File: config.mk
export PLATFORM = sky130hd
export DESIGN_NAME = text_line_filter_core
export DESIGN_NICKNAME = d
export VERILOG_FILES = /design/src/sv/tlf_pkg.sv /design/src/sv/tlf_cfg.sv /design/src/sv/tlf_expand.sv /design/src/sv/tlf_emit.sv /design/src/sv/text_line_filter_core.sv
export SDC_FILE = /design/constraint.sdc
export NUM_CORES = 1
export LEC_CHECK = 0
export BUFFER_PORTS_ARGS = -buffer_cell sky130_fd_sc_hd__buf_2
export CELL_PAD_IN_SITES_DETAIL_PLACEMENT = 0
export CELL_PAD_IN_SITES_GLOBAL_PLACEMENT = 1
export CORE_UTILIZATION = 25
export CTS_CLUSTER_SIZE = 16
export DETAILED_ROUTE_END_ITERATION = 6
export GPL_TIMING_DRIVEN = 0
export PLACE_DENSITY_LB_ADDON = 0.1
export SLEW_MARGIN = 20
export SYNTH_ARGS = -nofsm -noshare
export SYNTH_HDL_FRONTEND = slang
export SYNTH_HIERARCHICAL = 1
export SYNTH_SLANG_ARGS = --single-unit
File: constraint.sdc
create_clock -name clk -period 5.26 [get_ports clk]
set_input_delay 0.526 -clock clk [delete_from_list [all_inputs] [get_ports clk]]
set_output_delay 0.526 -clock clk [all_outputs]
set_load 0.005 [all_outputs]
File: src/sv/tlf_pkg.sv
// Shared types and constants of the text line filter.
// No dependencies; imported by every module of the block.
package tlf_pkg;

	localparam int TLF_NUMBER_DIGITS = 6;
	localparam int CFG_ADDR_W        = 5;

	// Register indexes (byte address / 4)
	localparam logic [2:0] REG_NUMBER_ALL       = 3'd0;
	localparam logic [2:0] REG_NUMBER_NONBLANK  = 3'd1;
	localparam logic [2:0] REG_SQUEEZE_BLANK    = 3'd2;
	localparam logic [2:0] REG_SHOW_ENDS        = 3'd3;
	localparam logic [2:0] REG_SHOW_TABS        = 3'd4;
	localparam logic [2:0] REG_SHOW_NONPRINTING = 3'd5;

	// Character codes
	localparam logic [7:0] CH_TAB      = 8'h09;
	localparam logic [7:0] CH_NL       = 8'h0A;
	localparam logic [7:0] CH_SPACE    = 8'h20;
	localparam logic [7:0] CH_ZERO     = 8'h30;
	localparam logic [7:0] CH_CARET    = 8'h5E;
	localparam logic [7:0] CH_I        = 8'h49;
	localparam logic [7:0] CH_DOLLAR   = 8'h24;
	localparam logic [7:0] CH_QMARK    = 8'h3F;
	localparam logic [7:0] CH_DEL      = 8'd127;
	localparam logic [7:0] CTRL_OFFSET = 8'd64;
	localparam logic [7:0] CTRL_LOW_END  = 8'd8;
	localparam logic [7:0] CTRL_HIGH_BEG = 8'd11;
	localparam logic [7:0] CTRL_HIGH_END = 8'd31;

	typedef struct packed {
		logic number_all;
		logic number_nonblank;
		logic squeeze_blank;
		logic show_ends;
		logic show_tabs;
		logic show_nonprinting;
	} tlf_cfg_t;

	// Expansion of one input byte, apart from the number characters
	typedef struct packed {
		logic       num;
		logic       pre;
		logic [7:0] pre_byte;
		logic [7:0] main_byte;
		logic       nothing;
	} tlf_exp_t;

endpackage

File: src/sv/tlf_cfg.sv
// APB-style mode register file of the text line filter.
// Depends on tlf_pkg for register indexes and the mode struct.
module tlf_cfg import tlf_pkg::*; (
	input  logic                  clk,
	input  logic                  arst_n,
	input  logic                  psel,
	input  logic                  penable,
	input  logic                  pwrite,
	input  logic [CFG_ADDR_W-1:0] paddr,
	input  logic [31:0]           pwdata,
	output logic [31:0]           prdata,
	output logic                  pready,
	output tlf_cfg_t              cfg
);

	tlf_cfg_t   cfg_q;
	logic       wr_en;
	logic [2:0] idx;

	assign pready = 1'b1;
	assign wr_en  = psel && penable && pwrite;
	assign idx    = paddr[4:2];
	assign cfg    = cfg_q;

	// Write one mode bit per request; ignore indexes beyond the list
	always_ff @(posedge clk or negedge arst_n) begin
		if (!arst_n) begin
			cfg_q <= '0;
		end else if (wr_en) begin
			unique case (idx)
				REG_NUMBER_ALL:       cfg_q.number_all       <= pwdata[0];
				REG_NUMBER_NONBLANK:  cfg_q.number_nonblank  <= pwdata[0];
				REG_SQUEEZE_BLANK:    cfg_q.squeeze_blank    <= pwdata[0];
				REG_SHOW_ENDS:        cfg_q.show_ends        <= pwdata[0];
				REG_SHOW_TABS:        cfg_q.show_tabs        <= pwdata[0];
				REG_SHOW_NONPRINTING: cfg_q.show_nonprinting <= pwdata[0];
				default: ;
			endcase
		end
	end

	// Read back the addressed mode bit
	always_comb begin
		prdata = '0;
		unique case (idx)
			REG_NUMBER_ALL:       prdata[0] = cfg_q.number_all;
			REG_NUMBER_NONBLANK:  prdata[0] = cfg_q.number_nonblank;
			REG_SQUEEZE_BLANK:    prdata[0] = cfg_q.squeeze_blank;
			REG_SHOW_ENDS:        prdata[0] = cfg_q.show_ends;
			REG_SHOW_TABS:        prdata[0] = cfg_q.show_tabs;
			REG_SHOW_NONPRINTING: prdata[0] = cfg_q.show_nonprinting;
			default:              prdata    = '0;
		endcase
	end

endmodule

File: src/sv/tlf_expand.sv
// Line state and single-pass rewrite of one input byte into its result list.
// Depends on tlf_pkg for character codes, the mode struct and the expansion struct.
module tlf_expand import tlf_pkg::*; #(
	parameter int NUMBER_DIGITS = TLF_NUMBER_DIGITS
) (
	input  logic                       clk,
	input  logic                       arst_n,
	input  logic                       accept,
	input  logic [7:0]                 data_byte,
	input  logic                       file_start,
	input  tlf_cfg_t                   cfg,
	output tlf_exp_t                   exp,
	output logic [8*NUMBER_DIGITS-1:0] chars
);

	localparam int BCD_W = 4 * NUMBER_DIGITS;

	logic [BCD_W-1:0] bcd_q;
	logic             at_start_q;
	logic [1:0]       run_q;

	logic [BCD_W-1:0] bcd_eff;
	logic [BCD_W-1:0] bcd_inc;
	logic [BCD_W-1:0] bcd_nxt;
	logic             at_start_eff;
	logic [1:0]       run_eff;
	logic [1:0]       run_nxt;
	logic             visible;
	logic             is_nl;
	logic             is_ctrl;

	// Apply the file-start mark before the byte is handled
	assign bcd_eff      = file_start ? BCD_W'(1) : bcd_q;
	assign at_start_eff = file_start | at_start_q;
	assign run_eff      = file_start ? 2'd1 : run_q;
	assign is_nl        = (data_byte == CH_NL);
	assign is_ctrl      = (data_byte <= CTRL_LOW_END) ||
	                      (data_byte >= CTRL_HIGH_BEG && data_byte <= CTRL_HIGH_END);

	// Count newline runs (the start counts as one); the third and later are squeezed
	always_comb begin
		if (cfg.squeeze_blank && is_nl) begin
			run_nxt = (run_eff == 2'd3) ? 2'd3 : run_eff + 2'd1;
		end else begin
			run_nxt = 2'd0;
		end
	end
	assign visible = (run_nxt != 2'd3);

	// Decide numbering, caret or dollar prefix, and the main byte
	always_comb begin
		exp.num = at_start_eff &&
		          ((cfg.number_nonblank && !is_nl) ||
		           (!cfg.number_nonblank && cfg.number_all && visible));
		exp.pre       = 1'b0;
		exp.pre_byte  = CH_CARET;
		exp.main_byte = data_byte;
		exp.nothing   = 1'b0;
		if (cfg.show_tabs && data_byte == CH_TAB) begin
			exp.pre       = 1'b1;
			exp.main_byte = CH_I;
		end else if (cfg.show_nonprinting && is_ctrl) begin
			exp.pre       = 1'b1;
			exp.main_byte = data_byte + CTRL_OFFSET;
		end else if (cfg.show_nonprinting && data_byte == CH_DEL) begin
			exp.pre       = 1'b1;
			exp.main_byte = CH_QMARK;
		end else if (cfg.show_ends && is_nl && visible) begin
			exp.pre      = 1'b1;
			exp.pre_byte = CH_DOLLAR;
		end
		if (!visible) begin
			exp.main_byte = 8'd0;
			exp.nothing   = 1'b1;
		end
	end

	// Format the line number: leading zeros as spaces, digits clamped to 9
	always_comb begin
		logic       leading;
		logic [3:0] digit;
		leading = 1'b1;
		chars   = '0;
		for (int i = NUMBER_DIGITS - 1; i >= 0; i--) begin
			digit = bcd_eff[4*i +: 4];
			if (digit > 4'd9) begin
				digit = 4'd9;
			end
			if (digit == 4'd0 && leading && i > 0) begin
				chars[8*i +: 8] = CH_SPACE;
			end else begin
				leading         = 1'b0;
				chars[8*i +: 8] = CH_ZERO + {4'd0, digit};
			end
		end
	end

	// Saturating BCD increment: hold at all nines
	always_comb begin
		logic       carry;
		logic       all_nines;
		logic [3:0] digit;
		carry     = 1'b1;
		all_nines = 1'b1;
		bcd_inc   = bcd_eff;
		for (int i = 0; i < NUMBER_DIGITS; i++) begin
			if (bcd_eff[4*i +: 4] != 4'd9) begin
				all_nines = 1'b0;
			end
		end
		for (int i = 0; i < NUMBER_DIGITS; i++) begin
			digit = bcd_eff[4*i +: 4];
			if (carry) begin
				if (digit >= 4'd9) begin
					bcd_inc[4*i +: 4] = 4'd0;
				end else begin
					bcd_inc[4*i +: 4] = digit + 4'd1;
					carry             = 1'b0;
				end
			end
		end
		if (all_nines) begin
			bcd_inc = bcd_eff;
		end
	end
	assign bcd_nxt = exp.num ? bcd_inc : bcd_eff;

	// Advance line state on each accepted request
	always_ff @(posedge clk or negedge arst_n) begin
		if (!arst_n) begin
			bcd_q      <= BCD_W'(1);
			at_start_q <= 1'b1;
			run_q      <= 2'd1;
		end else if (accept) begin
			bcd_q      <= bcd_nxt;
			at_start_q <= is_nl | (at_start_eff & ~exp.num);
			run_q      <= run_nxt;
		end
	end

endmodule

File: src/sv/tlf_emit.sv
// Result register and byte sequencer: sends one result byte per cycle while out_ready is high.
// Depends on tlf_pkg for character codes and the expansion struct.
module tlf_emit import tlf_pkg::*; #(
	parameter int NUMBER_DIGITS = TLF_NUMBER_DIGITS
) (
	input  logic                       clk,
	input  logic                       arst_n,
	input  logic                       load_valid,
	output logic                       load_ready,
	input  tlf_exp_t                   exp,
	input  logic [8*NUMBER_DIGITS-1:0] chars,
	output logic                       out_valid,
	input  logic                       out_ready,
	output logic [7:0]                 out_byte,
	output logic                       last_of_run,
	output logic                       nothing_out
);

	localparam int SLOT_W = $clog2(NUMBER_DIGITS + 3);
	localparam logic [SLOT_W-1:0] SLOT_TAB  = SLOT_W'(NUMBER_DIGITS);
	localparam logic [SLOT_W-1:0] SLOT_PRE  = SLOT_W'(NUMBER_DIGITS + 1);
	localparam logic [SLOT_W-1:0] SLOT_MAIN = SLOT_W'(NUMBER_DIGITS + 2);

	logic                       valid_q;
	logic [SLOT_W-1:0]          slot_q;
	logic                       pre_q;
	logic [7:0]                 pre_byte_q;
	logic [7:0]                 main_byte_q;
	logic                       nothing_q;
	logic [8*NUMBER_DIGITS-1:0] chars_q;

	logic                       done;
	logic                       load;
	logic [SLOT_W-1:0]          slot_start;
	logic [SLOT_W-1:0]          slot_nxt;

	assign done       = valid_q && out_ready && (slot_q == SLOT_MAIN);
	assign load_ready = !valid_q || done;
	assign load       = load_valid && load_ready;
	assign slot_start = exp.num ? '0 : (exp.pre ? SLOT_PRE : SLOT_MAIN);

	// Step through digits, tab, prefix and main byte, skipping empty slots
	always_comb begin
		if (slot_q == SLOT_TAB) begin
			slot_nxt = pre_q ? SLOT_PRE : SLOT_MAIN;
		end else if (slot_q == SLOT_PRE) begin
			slot_nxt = SLOT_MAIN;
		end else begin
			slot_nxt = slot_q + SLOT_W'(1);
		end
	end

	// Hold the current request until its last byte is taken
	always_ff @(posedge clk or negedge arst_n) begin
		if (!arst_n) begin
			valid_q <= 1'b0;
			slot_q  <= '0;
		end else if (load) begin
			valid_q <= 1'b1;
			slot_q  <= slot_start;
		end else if (done) begin
			valid_q <= 1'b0;
		end else if (valid_q && out_ready) begin
			slot_q <= slot_nxt;
		end
	end

	// Capture the expansion payload
	always_ff @(posedge clk) begin
		if (load) begin
			pre_q       <= exp.pre;
			pre_byte_q  <= exp.pre_byte;
			main_byte_q <= exp.main_byte;
			nothing_q   <= exp.nothing;
			chars_q     <= chars;
		end
	end

	// Select the byte for the current slot; slot 0 is the top digit
	always_comb begin
		out_byte = main_byte_q;
		if (slot_q == SLOT_TAB) begin
			out_byte = CH_TAB;
		end else if (slot_q == SLOT_PRE) begin
			out_byte = pre_byte_q;
		end
		for (int i = 0; i < NUMBER_DIGITS; i++) begin
			if (slot_q == SLOT_W'(i)) begin
				out_byte = chars_q[8*(NUMBER_DIGITS-1-i) +: 8];
			end
		end
	end

	assign out_valid   = valid_q;
	assign last_of_run = (slot_q == SLOT_MAIN);
	assign nothing_out = nothing_q;

endmodule

File: src/sv/text_line_filter_core.sv
// Top level of the text line filter: mode registers, rewrite stage and result sequencer.
// Depends on tlf_pkg, tlf_cfg, tlf_expand and tlf_emit.

// Rewrites a byte stream the way cat does with -n, -b, -s, -E, -T and -v. Each input byte
// becomes one to NUMBER_DIGITS+3 result bytes on the master stream, one byte per cycle
// while m_tready is high; tlast marks the final byte of each input's results and tuser
// flags a squeezed newline (one result, data zero). An input byte is taken in the cycle
// its predecessor's last result is taken, or at once when the result register is empty,
// so plain bytes flow at one per cycle while m_tready is high; the output port alone
// sets throughput. The first result shows in the cycle after the input is accepted. The
// line counter is BCD and stops at all nines; tuser on the input restarts
// the counter and line state before that byte is handled. Mode registers sit at byte
// addresses 0, 4, ..., 20 in the order number_all, number_nonblank, squeeze_blank,
// show_ends, show_tabs, show_nonprinting; write them only while the stream is idle.
module text_line_filter_core import tlf_pkg::*; #(
	parameter int NUMBER_DIGITS = TLF_NUMBER_DIGITS
) (
	input  logic                  clk,
	input  logic                  arst_n,
	// configuration
	input  logic                  psel,
	input  logic                  penable,
	input  logic                  pwrite,
	input  logic [CFG_ADDR_W-1:0] paddr,
	input  logic [31:0]           pwdata,
	output logic [31:0]           prdata,
	output logic                  pready,
	// input stream
	input  logic                  s_tvalid,
	output logic                  s_tready,
	input  logic [7:0]            s_tdata,   // [7:0] data_byte
	input  logic [0:0]            s_tuser,   // [0] file_start
	// result stream
	output logic                  m_tvalid,
	input  logic                  m_tready,
	output logic [7:0]            m_tdata,   // [7:0] out_byte
	output logic                  m_tlast,   // last_of_run
	output logic [0:0]            m_tuser    // [0] nothing_out
);

	tlf_cfg_t                   cfg;
	tlf_exp_t                   exp;
	logic [8*NUMBER_DIGITS-1:0] chars;
	logic                       accept;

	assign accept = s_tvalid && s_tready;

	tlf_cfg u_cfg (
		.clk     (clk),
		.arst_n  (arst_n),
		.psel    (psel),
		.penable (penable),
		.pwrite  (pwrite),
		.paddr   (paddr),
		.pwdata  (pwdata),
		.prdata  (prdata),
		.pready  (pready),
		.cfg     (cfg)
	);

	tlf_expand #(.NUMBER_DIGITS(NUMBER_DIGITS)) u_expand (
		.clk        (clk),
		.arst_n     (arst_n),
		.accept     (accept),
		.data_byte  (s_tdata),
		.file_start (s_tuser[0]),
		.cfg        (cfg),
		.exp        (exp),
		.chars      (chars)
	);

	tlf_emit #(.NUMBER_DIGITS(NUMBER_DIGITS)) u_emit (
		.clk         (clk),
		.arst_n      (arst_n),
		.load_valid  (s_tvalid),
		.load_ready  (s_tready),
		.exp         (exp),
		.chars       (chars),
		.out_valid   (m_tvalid),
		.out_ready   (m_tready),
		.out_byte    (m_tdata),
		.last_of_run (m_tlast),
		.nothing_out (m_tuser[0])
	);

endmodule

Word-level counts from Yosys, hierarchy flattened:

Cells that the tools add are included.

* bitwise gates (word level): 5
* equality and inequality tests: 25
* add/subtract/negate cells: 15
* reduce and logical (&&, ||, !) cells: 44
* mux-type cells: 69
* order comparisons: 15

Operator list (count)
* 4-bit two-way mux: 25
* 8-bit two-way mux: 10
* 24-bit two-way mux: 3
* 6-bit by 4-bit adder with 7-bit output, first input constant: 6
* 4-bit by 1-bit adder with 4-bit output, second input constant: 7
* 1-bit two-way mux: 25
* 4-bit greater-or-equal comparator, second input constant: 6
* 4-bit greater-than comparator, second input constant: 6
* 4-bit logical NOT: 6
* 4-bit inequality test, second input constant: 6
* 1-bit logical AND: 20
* 4-bit by 3-bit == test with 1-bit output, second input constant: 4
* 8-bit by 4-bit == test with 1-bit output, second input constant: 2
* 2-bit AND reduction: 7
* 9-bit two-way mux: 1
* 8-bit by 7-bit adder with 8-bit output, second input constant: 1
* 4-bit by 2-bit == test with 1-bit output, second input constant: 2
* 8-bit by 7-bit == test with 1-bit output, second input constant: 1
* 8-bit by 4-bit greater-or-equal comparator with 1-bit output, second input constant: 1
* 8-bit by 4-bit <= comparator with 1-bit output, second input constant: 1
* 8-bit by 5-bit <= comparator with 1-bit output, second input constant: 1
* 7-bit two-way mux: 1
* 3-bit by 2-bit == test with 1-bit output, second input constant: 2
* 3-bit == test, second input constant: 2
* 17 further kinds: 27

* output and inout bits: 45
* bits in registers: 104
* input port bits: 53
* word-level logic and storage cells: 195

Depth between registers and ports, before layout:

Gate-level depths: netlist of the first run.

* depth after elaboration: 13
* depth in mapped cells: 14
* mapped depth without buffers: 10

Modules after synthesis:

Netlist of the first run, hierarchy kept.

By module, submodules not included
* tlf_emit: instances 1, area an instance 3236.9 µm², cells an instance 240, sequential area each 2107.0 µm²
* tlf_expand: instances 1, area an instance 2702.6 µm², cells an instance 339, sequential area each 679.4 µm²
* tlf_cfg: instances 1, area an instance 584.3 µm², cells an instance 64, sequential area each 150.1 µm²
* text_line_filter_core: instances 1, area an instance 6.3 µm², cells an instance 1, sequential area each 0.0 µm²

Worst setup path after synthesis of the first run:

OpenSTA, ideal clock, no wires.

* kind: register to register
* start: register u_emit.slot_q[0]
* end: register u_emit.chars_q[0], enable pin
* path slack: 2455 ps
* setup time: 420 ps
* period minus slack after synthesis: 2805 ps
* cell stages (with the launch flop): 6
* required time: 4840 ps
* data arrival time: 2385 ps
* buffers on the path: 0
* cell sequence: dfrtp_1 > inv_1 > ha_1 > and4b_1 > o21ai_1 > inv_1

* longest elaborated chain between the ends: 4

Ends and longest elaborated chain
* from (decl): RTL line tlf_emit.sv:25 `logic [SLOT_W-1:0] slot_q;`
* from (signal assigned): RTL line tlf_emit.sv:60 `slot_q <= slot_start;`
* from (signal assigned): RTL line tlf_emit.sv:64 `slot_q <= slot_nxt;`
* 4-bit == test: RTL line tlf_emit.sv:37 `assign done = valid_q && out_ready && (slot_q == SLOT_MAIN);`
* 1-bit logical AND: RTL line tlf_emit.sv:37
* 1-bit logical OR: RTL line tlf_emit.sv:38 `assign load_ready = !valid_q || done;`
* 1-bit logical AND: RTL line tlf_emit.sv:39 `assign load = load_valid && load_ready;`
* named net u_emit.load: RTL line tlf_emit.sv:33 `logic load;`
* to (signal assigned): RTL line tlf_emit.sv:75 `chars_q <= chars;`
* to (decl): RTL line tlf_emit.sv:30 `logic [8*NUMBER_DIGITS-1:0] chars_q;`

The timed path passes the listed nets, and every way through them passes these cells.
A chain may end at the register's enable or synchronous reset.

Worst setup path in the final report of the first run:

* start: input s_tuser
* end: register u_expand.bcd_q[10]

* longest elaborated chain between the ends: 10
* elaborated cells between the ends (all ways): 34
* classes of those cells: add/sub (2); order compare (3); eq/ne (8); mux (17); bitwise (1); reduce/logical (3)

Ends and longest elaborated chain
* from (decl): RTL line text_line_filter_core.sv:32 `input logic [0:0] s_tuser,`
* 24-bit two-way mux: RTL line tlf_expand.sv:33 `assign bcd_eff = file_start ? BCD_W'(1) : bcd_q;`
* 4-bit inequality test: RTL line tlf_expand.sv:107 `if (bcd_eff[4*i +: 4] != 4'd9) begin`
* 1-bit two-way mux (6 in a row): RTL line tlf_expand.sv:107
* 24-bit two-way mux: RTL line tlf_expand.sv:122 `if (all_nines) begin`
* 24-bit two-way mux (*): RTL line tlf_expand.sv:126 `assign bcd_nxt = exp.num ? bcd_inc : bcd_eff;`
* to (signal assigned): RTL line tlf_expand.sv:135 `bcd_q <= bcd_nxt;`
* to (decl): RTL line tlf_expand.sv:18 `logic [BCD_W-1:0] bcd_q;`

Mark *: on every way between the ends. The rest lies on a longest branch, timed or not.

==> flow_metrics.env, run 1 <==
export IMPL_outcome="complete, no violations"
export IMPL_ant_nets=0
export IMPL_cp_max_fo=10
export IMPL_cp_top_family="buffers and inverters"
export IMPL_synthArstFlopShare_pct=36.5
export IMPL_grt_usage_pct=14.3
export IMPL_reg2reg_depth=9
export IMPL_ff2ff_setup_slack_ns=2.51
export IMPL_die_h_um=164
export IMPL_dpl_instance_area_um2=7320
export IMPL_htreeDepth=3
export IMPL_period_share_pct=60.1
export IMPL_worstHoldPathType="in2async"
export IMPL_cap_violations=0
export IMPL_via_per_inst=4.58
export IMPL_synthAdderAreaFrac_pct=4.22
export IMPL_peakVddDrop_mv=0.187
export IMPL_clock_path_buffers=2
export IMPL_synth_edf_count=66
export IMPL_r2r_start="u_emit/slot_q[0]"
export IMPL_ctsHoldBuffers=0
export IMPL_io_pins=98
export IMPL_syn_instance_count=644
export IMPL_utilization_pct=29.9
export IMPL_cts_root_buf="clkbuf_16"
export IMPL_overflow=0
export IMPL_synth_simple_gate_area_share_pct=19.1
export IMPL_synth_xor_area_share_pct=0
export IMPL_crit_slowest_cell="clkbuf_1"
export IMPL_setup_viol=0
export IMPL_cts_tree="done"
export IMPL_ys_types=86
export IMPL_pwr_density_cell_nw_per_um2=372
export IMPL_clkSlewWorstSetupHoldPaths_ns=0.08
export IMPL_synth_warnings=6
export IMPL_path_common_cell="buf_6"
export IMPL_synth_area_um2=6530
export IMPL_slew_violations=0
export IMPL_max_freq_mhz=316
export IMPL_crit_start="s_tuser"
export IMPL_crit_chain="buf_2, buf_6, inv_1, clkbuf_1, nand2_1, ha_1, nor4bb_1, and4_1, and4_1, buf_6, nand2b_4, buf_6, o311ai_1, o41ai_1"
export IMPL_hold_viol_final=0
export IMPL_slew_headroom_pct=47.6
export IMPL_critPathCaptureType="register"
export IMPL_firstDrtPassIters=5
export IMPL_skew_ns=0.00855
export IMPL_tightest_slew_ns=0.779
export IMPL_ys_seq_area_share_pct=45.0
export IMPL_core_um2=25400
export IMPL_area_delta_synth_final_pct=16.3
export IMPL_synth_seq_cells=104
export IMPL_wl_um=18500
export IMPL_p_int_mw=1.74
export IMPL_num_fill_cells=2665
export IMPL_cp_required_ns=5.50
export IMPL_post_cts_setup_buffers=0
export IMPL_synthFlopType="edfxtp_1"
export IMPL_pwr_share_clk_pct=23.5
export IMPL_die_w_um=164
export IMPL_routedWlPerCell_um=17.2
export IMPL_gp_congestion=0.801
export IMPL_drt_iter0_drc=342
export IMPL_antenna_found_initial=0
export IMPL_dieArea_um2=26800
export IMPL_dr_total_vias=4912
export IMPL_register_area_um2=2940
export IMPL_synth_top_family_by_area="simple AND/OR/NAND/NOR gates"
export IMPL_diodes=0
export IMPL_max_stage_delay_ns=0.51
export IMPL_synth_compound_area_share_pct=17.4
export IMPL_fin_setup_tns_ns=0
export IMPL_p_sw_mw=1.09
export IMPL_grt_pass1_wl_um=28600
export IMPL_leakage_nw=3.16
export IMPL_stdcell_area_um2=7590
export IMPL_synth_area_per_cell_um2=10.1
export IMPL_endpoint="u_expand/bcd_q[10]"
export IMPL_drc=0
export IMPL_cts_buffers_inserted=9
export IMPL_hpwl_um=13800
export IMPL_layout_nets=813
export IMPL_rsz0062_at_grt="no"
export IMPL_io_buffers=32
export IMPL_clock_latency_ns=0.36
export IMPL_cp_depth=14
export IMPL_combPwrFrac_pct=40.3
export IMPL_critical_path_class="in2reg"
export IMPL_timing_final_crit_period_ns=3.16
export IMPL_seqPwrFrac_pct=36.1
export IMPL_grt_max_degree=42
export IMPL_worst_setup_path_start_kind="primary input"
export IMPL_power_share_switching_pct=38.5
export IMPL_crit_buf_inv=6
export IMPL_num_rows=58
export IMPL_cts_sinks=104
export IMPL_initial_core_util_pct=25.7
export IMPL_synth_mux_area_share_pct=2.64
export IMPL_grt_pass1_vias=4864
export IMPL_cts_resized=0
export IMPL_hold_slack_ns=0.163
export IMPL_crit_arrival_ns=3.40
export IMPL_timing_rr_end="u_expand/bcd_q[7]"
export IMPL_multi_input_area_um2=3030
export IMPL_drive_gt1_share_pct=20.6
[cell usage in the layout (no fill, tap or decap), types with 7 or more instances in the layout]
master / netlist / layout
edfxtp_1: 66 / 66
buf_4: 62 / 63
conb_1: 4 / 54
nand2_1: 51 / 51
buf_2: 7 / 38
inv_1: 38 / 37
nor2_1: 35 / 35
dfrtp_1: 35 / 35
a21oi_1: 27 / 27
ha_1: 22 / 22
o21ai_0: 20 / 20
nand2b_1: 16 / 16
nand3_1: 16 / 16
nor3_1: 14 / 14
clkbuf_1: 12 / 13
nor2b_1: 12 / 12
a31oi_1: 11 / 11
clkbuf_16: 0 / 9
o221ai_1: 9 / 9
o22a_1: 8 / 8
nor3b_1: 8 / 8
nor4_1: 8 / 8
nand4_1: 7 / 7
o31ai_1: 7 / 7
o22ai_1: 7 / 7
[layout make-up]
cell class | instances | area share (%)
Buffer | 87 | 7.97
Timing Repair Buffer | 33 | 2.41
Clock inverter | 6 | 0.659
Multi-Input combinational cell | 465 | 39.9
Clock buffer | 10 | 3.01
Inverter | 38 | 1.91
Sequential cell | 104 | 38.7
Tap cell | 330 | 5.44
[through the flow]
stage	power [mW]	setup WS (ns)	cells
floorplan	1.78	2.46	694
global placement	2.18	1.65	1056
detailed placement	2.19	1.67	1057
CTS	2.87	2.07	1073
global route	3.01	1.91	1073
finish	2.82	2.10	1073
[how the worst min path moves through the flow]
stage / slack [ns] / cells past startpoint / end / from
floorplan: 0.23 / 0 / u_cfg/cfg[0] / arst_n
global placement: 0.50 / 2 / u_expand/run_q[0] / u_expand/run_q[0]
detailed placement: 0.52 / 1 / u_expand/bcd_q[9] / u_expand/bcd_q[9]
CTS: 0.18 / 1 / u_emit/out_valid / arst_n
global route: 0.21 / 1 / u_emit/slot_q[2] / arst_n
finish: 0.16 / 1 / u_emit/slot_q[1] / arst_n
[cells in the mapped netlist (3+ instances only)]
master / n / share of area, %
a31oi_1: 11 / 1.1
nand4_1: 7 / 0.67
o31ai_1: 7 / 0.80
o211ai_1: 3 / 0.34
nand2_1: 51 / 2.9
o21ai_0: 20 / 1.5
o21bai_1: 6 / 0.69
a21oi_1: 27 / 2.1
dfrtp_1: 35 / 13
nand3_1: 16 / 1.2
mux2_1: 6 / 1.0
a22o_1: 6 / 0.80
nand2b_1: 16 / 1.5
clkbuf_1: 12 / 0.69
dfstp_2: 3 / 1.2
nor4_1: 8 / 0.77
a21o_1: 4 / 0.46
nor3b_1: 8 / 0.92
mux2i_1: 6 / 0.92
a22oi_1: 6 / 0.69
o2bb2ai_1: 5 / 0.67
o311ai_1: 5 / 0.67
nand3b_1: 6 / 0.69
nor2b_1: 12 / 1.1
buf_6: 5 / 0.86
and2b_1: 3 / 0.34
conb_1: 4 / 0.23
buf_4: 62 / 7.1
o22a_1: 8 / 1.1
nand4b_1: 4 / 0.54
o21ai_1: 6 / 0.46
inv_1: 38 / 2.2
buf_2: 7 / 0.54
ha_1: 22 / 4.2
o221ai_1: 9 / 1.2
o22ai_1: 7 / 0.67
and2_1: 4 / 0.38
edfxtp_1: 66 / 30
mux2_2: 4 / 0.69
nor3_1: 14 / 1.1
nor2_1: 35 / 2.0
[layer usage]
metal	wire (µm)	share of wire [%]	up-vias	global-route usage (%)
met5	0	0	-	0
met4	170	0.92	0	3.58
met3	468	2.5	9	2.26
met2	9060	49	74	24.3
met1	8790	48	2381	18.8
li1	-	-	2448	-
[worst reg2reg max path: cells and delay by family (launching register included)]
family / cells / cell delay, ns
flip-flops: 1 / 0.46
buffers and inverters: 3 / 0.89
AND/OR/NAND/NOR: 4 / 0.87
AO/OA/AOI/OAI: 1 / 0.15
adder cells (fa/ha/maj): 1 / 0.30
[logic make-up after synthesis]
kind of cell,Yosys count
AO/OA/AOI/OAI,159
AND/OR/NAND/NOR,214
multiplexers,16
buffers and inverters,125
adder cells (fa/ha/maj),22
flip-flops,104
other,4
[registers in the layout, summed over array words and instances (netlist names)]
signal and flops:
u_emit/out_valid 1, u_emit/pre_byte_q 8, u_emit/main_byte_q 8, u_expand/run_q 2, u_emit/nothing_out 1, u_expand/at_start_q 1, u_emit/pre_q 1, u_cfg/cfg 6
u_expand/bcd_q 24, u_emit/slot_q 4, u_emit/chars_q 48
[power by group through the flow]
| stage | Sequential [mW] | Combinational [mW] | Clock [mW] |
|---|---|---|---|
| floorplan | 1.02 | 0.761 | 0 |
| global placement | 1.04 | 1.14 | 0 |
| detailed placement | 1.04 | 1.15 | 0 |
| CTS | 1.02 | 1.15 | 0.694 |
| global route | 1.03 | 1.26 | 0.719 |
| finish | 1.02 | 1.14 | 0.664 |
(Power assumes the default switching activity.)
==> inputs of run 2 (changes only) <==
==> constraint.sdc (replaced) <==
create_clock -name clk -period 2.68 [get_ports clk]
set_input_delay 0.268 -clock clk [delete_from_list [all_inputs] [get_ports clk]]
set_output_delay 0.268 -clock clk [all_outputs]
set_load 0.005 [all_outputs]
==> run 2 against run 1 <==
Against the previous run: utilization grew 0.67 points; non-clock buffer count rose by 4; via count up 1.4%; sequential power grew 97%; worst hold slack better by 0.046 ns; largest cell class unchanged; highest routed layer unchanged.
==> flow_metrics.env, run 2 (same netlist as run 1, synthesis figures left out) <==
export IMPL_outcome="complete, no violations"
export IMPL_largest_reg_flops=48
export IMPL_rsz0062_at_grt="yes"
export IMPL_final_cell_mix="buf_4, edfxtp_1, conb_1"
export IMPL_firstDrtPassIters=4
export IMPL_largest_register="u_emit/chars_q"
export IMPL_peakVddDrop_mv=0.338
export IMPL_hold_viol_final=0
export IMPL_clock_path_buffers=2
export IMPL_grt_pass1_vias=4924
export IMPL_min_path_cells=2
export IMPL_hpwl_um=13800
export IMPL_drive_gt1_share_pct=23.9
export IMPL_num_rows=58
export IMPL_core_um2=25400
export IMPL_diodes=0
export IMPL_multi_input_area_um2=3110
export IMPL_ant_nets=0
export IMPL_io_buffers=32
export IMPL_cp_required_ns=2.41
export IMPL_clock_latency_ns=0.35
export IMPL_cts_sinks=104
export IMPL_drc=0
export IMPL_gp_congestion=0.782
export IMPL_slew_violations=0
export IMPL_skew_ns=0.00964
export IMPL_timing_rr_end="u_expand/bcd_q[14]"
export IMPL_critical_path_class="reg2out"
export IMPL_ff2ff_setup_slack_ns=0.16
export IMPL_cts_buffers_inserted=9
export IMPL_hold_end="u_cfg/cfg[5]"
export IMPL_max_freq_mhz=385
export IMPL_wl_um=18700
export IMPL_pwr_density_cell_nw_per_um2=745
export IMPL_overflow=0
export IMPL_hold_slack_ns=0.209
export IMPL_dr_total_vias=4980
export IMPL_layout_nets=818
export IMPL_initial_core_util_pct=25.7
export IMPL_dpl_cell_count=1057
export IMPL_fin_setup_tns_ns=0
export IMPL_io_pins=98
export IMPL_area_delta_synth_final_pct=18.9
export IMPL_clkSlewWorstSetupHoldPaths_ns=0.08
export IMPL_leakage_nw=3.20
export IMPL_setup_viol=0
export IMPL_routedWlPerCell_um=17.4
export IMPL_worst_setup_path_start_kind="register"
export IMPL_layout_setup_ws_ns=0.0793
export IMPL_period_share_pct=97.0
export IMPL_via_per_inst=4.62
export IMPL_reg2reg_depth=10
export IMPL_min_delay_start="pwdata[0]"
export IMPL_num_fill_cells=2662
export IMPL_register_area_um2=2940
export IMPL_cts_root_buf="clkbuf_16"
export IMPL_cts_tree="done"
export IMPL_utilization_pct=30.6
export IMPL_dieArea_um2=26800
export IMPL_r2r_start="u_emit/slot_q[1]"
export IMPL_layoutNonFillerInstCount=1078
export IMPL_die_w_um=164
export IMPL_post_place_ws_ns=-0.732
export IMPL_slew_headroom_pct=43.9
export IMPL_die_h_um=164
export IMPL_htreeDepth=3
export IMPL_grt_usage_pct=14.4
export IMPL_tightest_slew_ns=0.833
export IMPL_cp_max_fo=10
export IMPL_timing_final_crit_period_ns=2.60
export IMPL_cap_violations=0
export IMPL_grt_pass1_wl_um=28600
export IMPL_antenna_found_initial=0
export IMPL_largestRegisters="u_emit/chars_q (48), u_expand/bcd_q (24)"
export IMPL_drt_iter0_drc=287
export IMPL_critPathCaptureType="output port"
export IMPL_grt_max_degree=39
export IMPL_worstHoldPathType="in2reg"
export IMPL_crit_arrival_ns=2.33
run 2: repair_timing:
item,in CTS,in global routing
cloned,1,0
setup buffers,2,2
pin swaps,1,0
setup endpoints to repair,97,16
gates resized for setup,16,17
hold buffers,1,0
hold endpoints to repair,35,0
run 2: worst max-delay path by stage:
stage | start | slack [ns] | end | cells after the start
5_1_grt | u_emit/slot_q[0] | -0.01 | m_tdata[1] | 9
3_3_place_gp | s_tuser | -0.72 | u_expand/bcd_q[13] | 15
2_1_floorplan | u_emit/slot_q[0] | 0.07 | u_emit/chars_q[0] | 5
4_1_cts | u_emit/slot_q[0] | 0.005 | m_tdata[5] | 10
6_report | u_emit/slot_q[0] | 0.08 | m_tdata[2] | 9
3_5_place_dp | s_tuser | -0.73 | u_expand/bcd_q[13] | 15
run 2: area by class of cell:
type                       count  share of cell area, %
clock inverter                 7                  0.983
tap                          330                   5.32
multi-input combinational    465                   40.1
timing repair buffer          38                   2.92
sequential                   104                   37.8
clock buffer                   9                   2.90
inverter                      38                   1.93
timing repair inverter         1                 0.0967
buffer                        86                   7.91
run 2: power by group:
part / switching [mW] / internal [mW]
sequential: 0.128 / 1.88
clock: 0.648 / 0.735
combinational: 1.41 / 0.977
run 2: metrics by stage:
step	area, µm²	total power [mW]
6_report	7760	5.78
5_1_grt	7760	6.15
4_1_cts	7700	5.80
3_5_place_dp	7320	4.29
3_3_place_gp	7300	4.28
2_1_floorplan	6730	3.49
run 2: critical path: stages (launching register included):
cell	delay (ns)
dfrtp_2	0.47
inv_1	0.10
ha_1	0.17
buf_6	0.14
inv_1	0.06
clkbuf_4	0.21
o31ai_4	0.32
o21ai_0	0.11
o22a_1	0.25
buf_2	0.14
run 2: layer usage:
metal / vias up / share of wire (%) / track usage (%)
li1: 2465 / - / -
met1: 2419 / 46 / 18.1
met2: 83 / 49 / 24.7
met5: - / 0 / 0
met4: 0 / 1.1 / 3.58
met3: 13 / 4.1 / 3.38
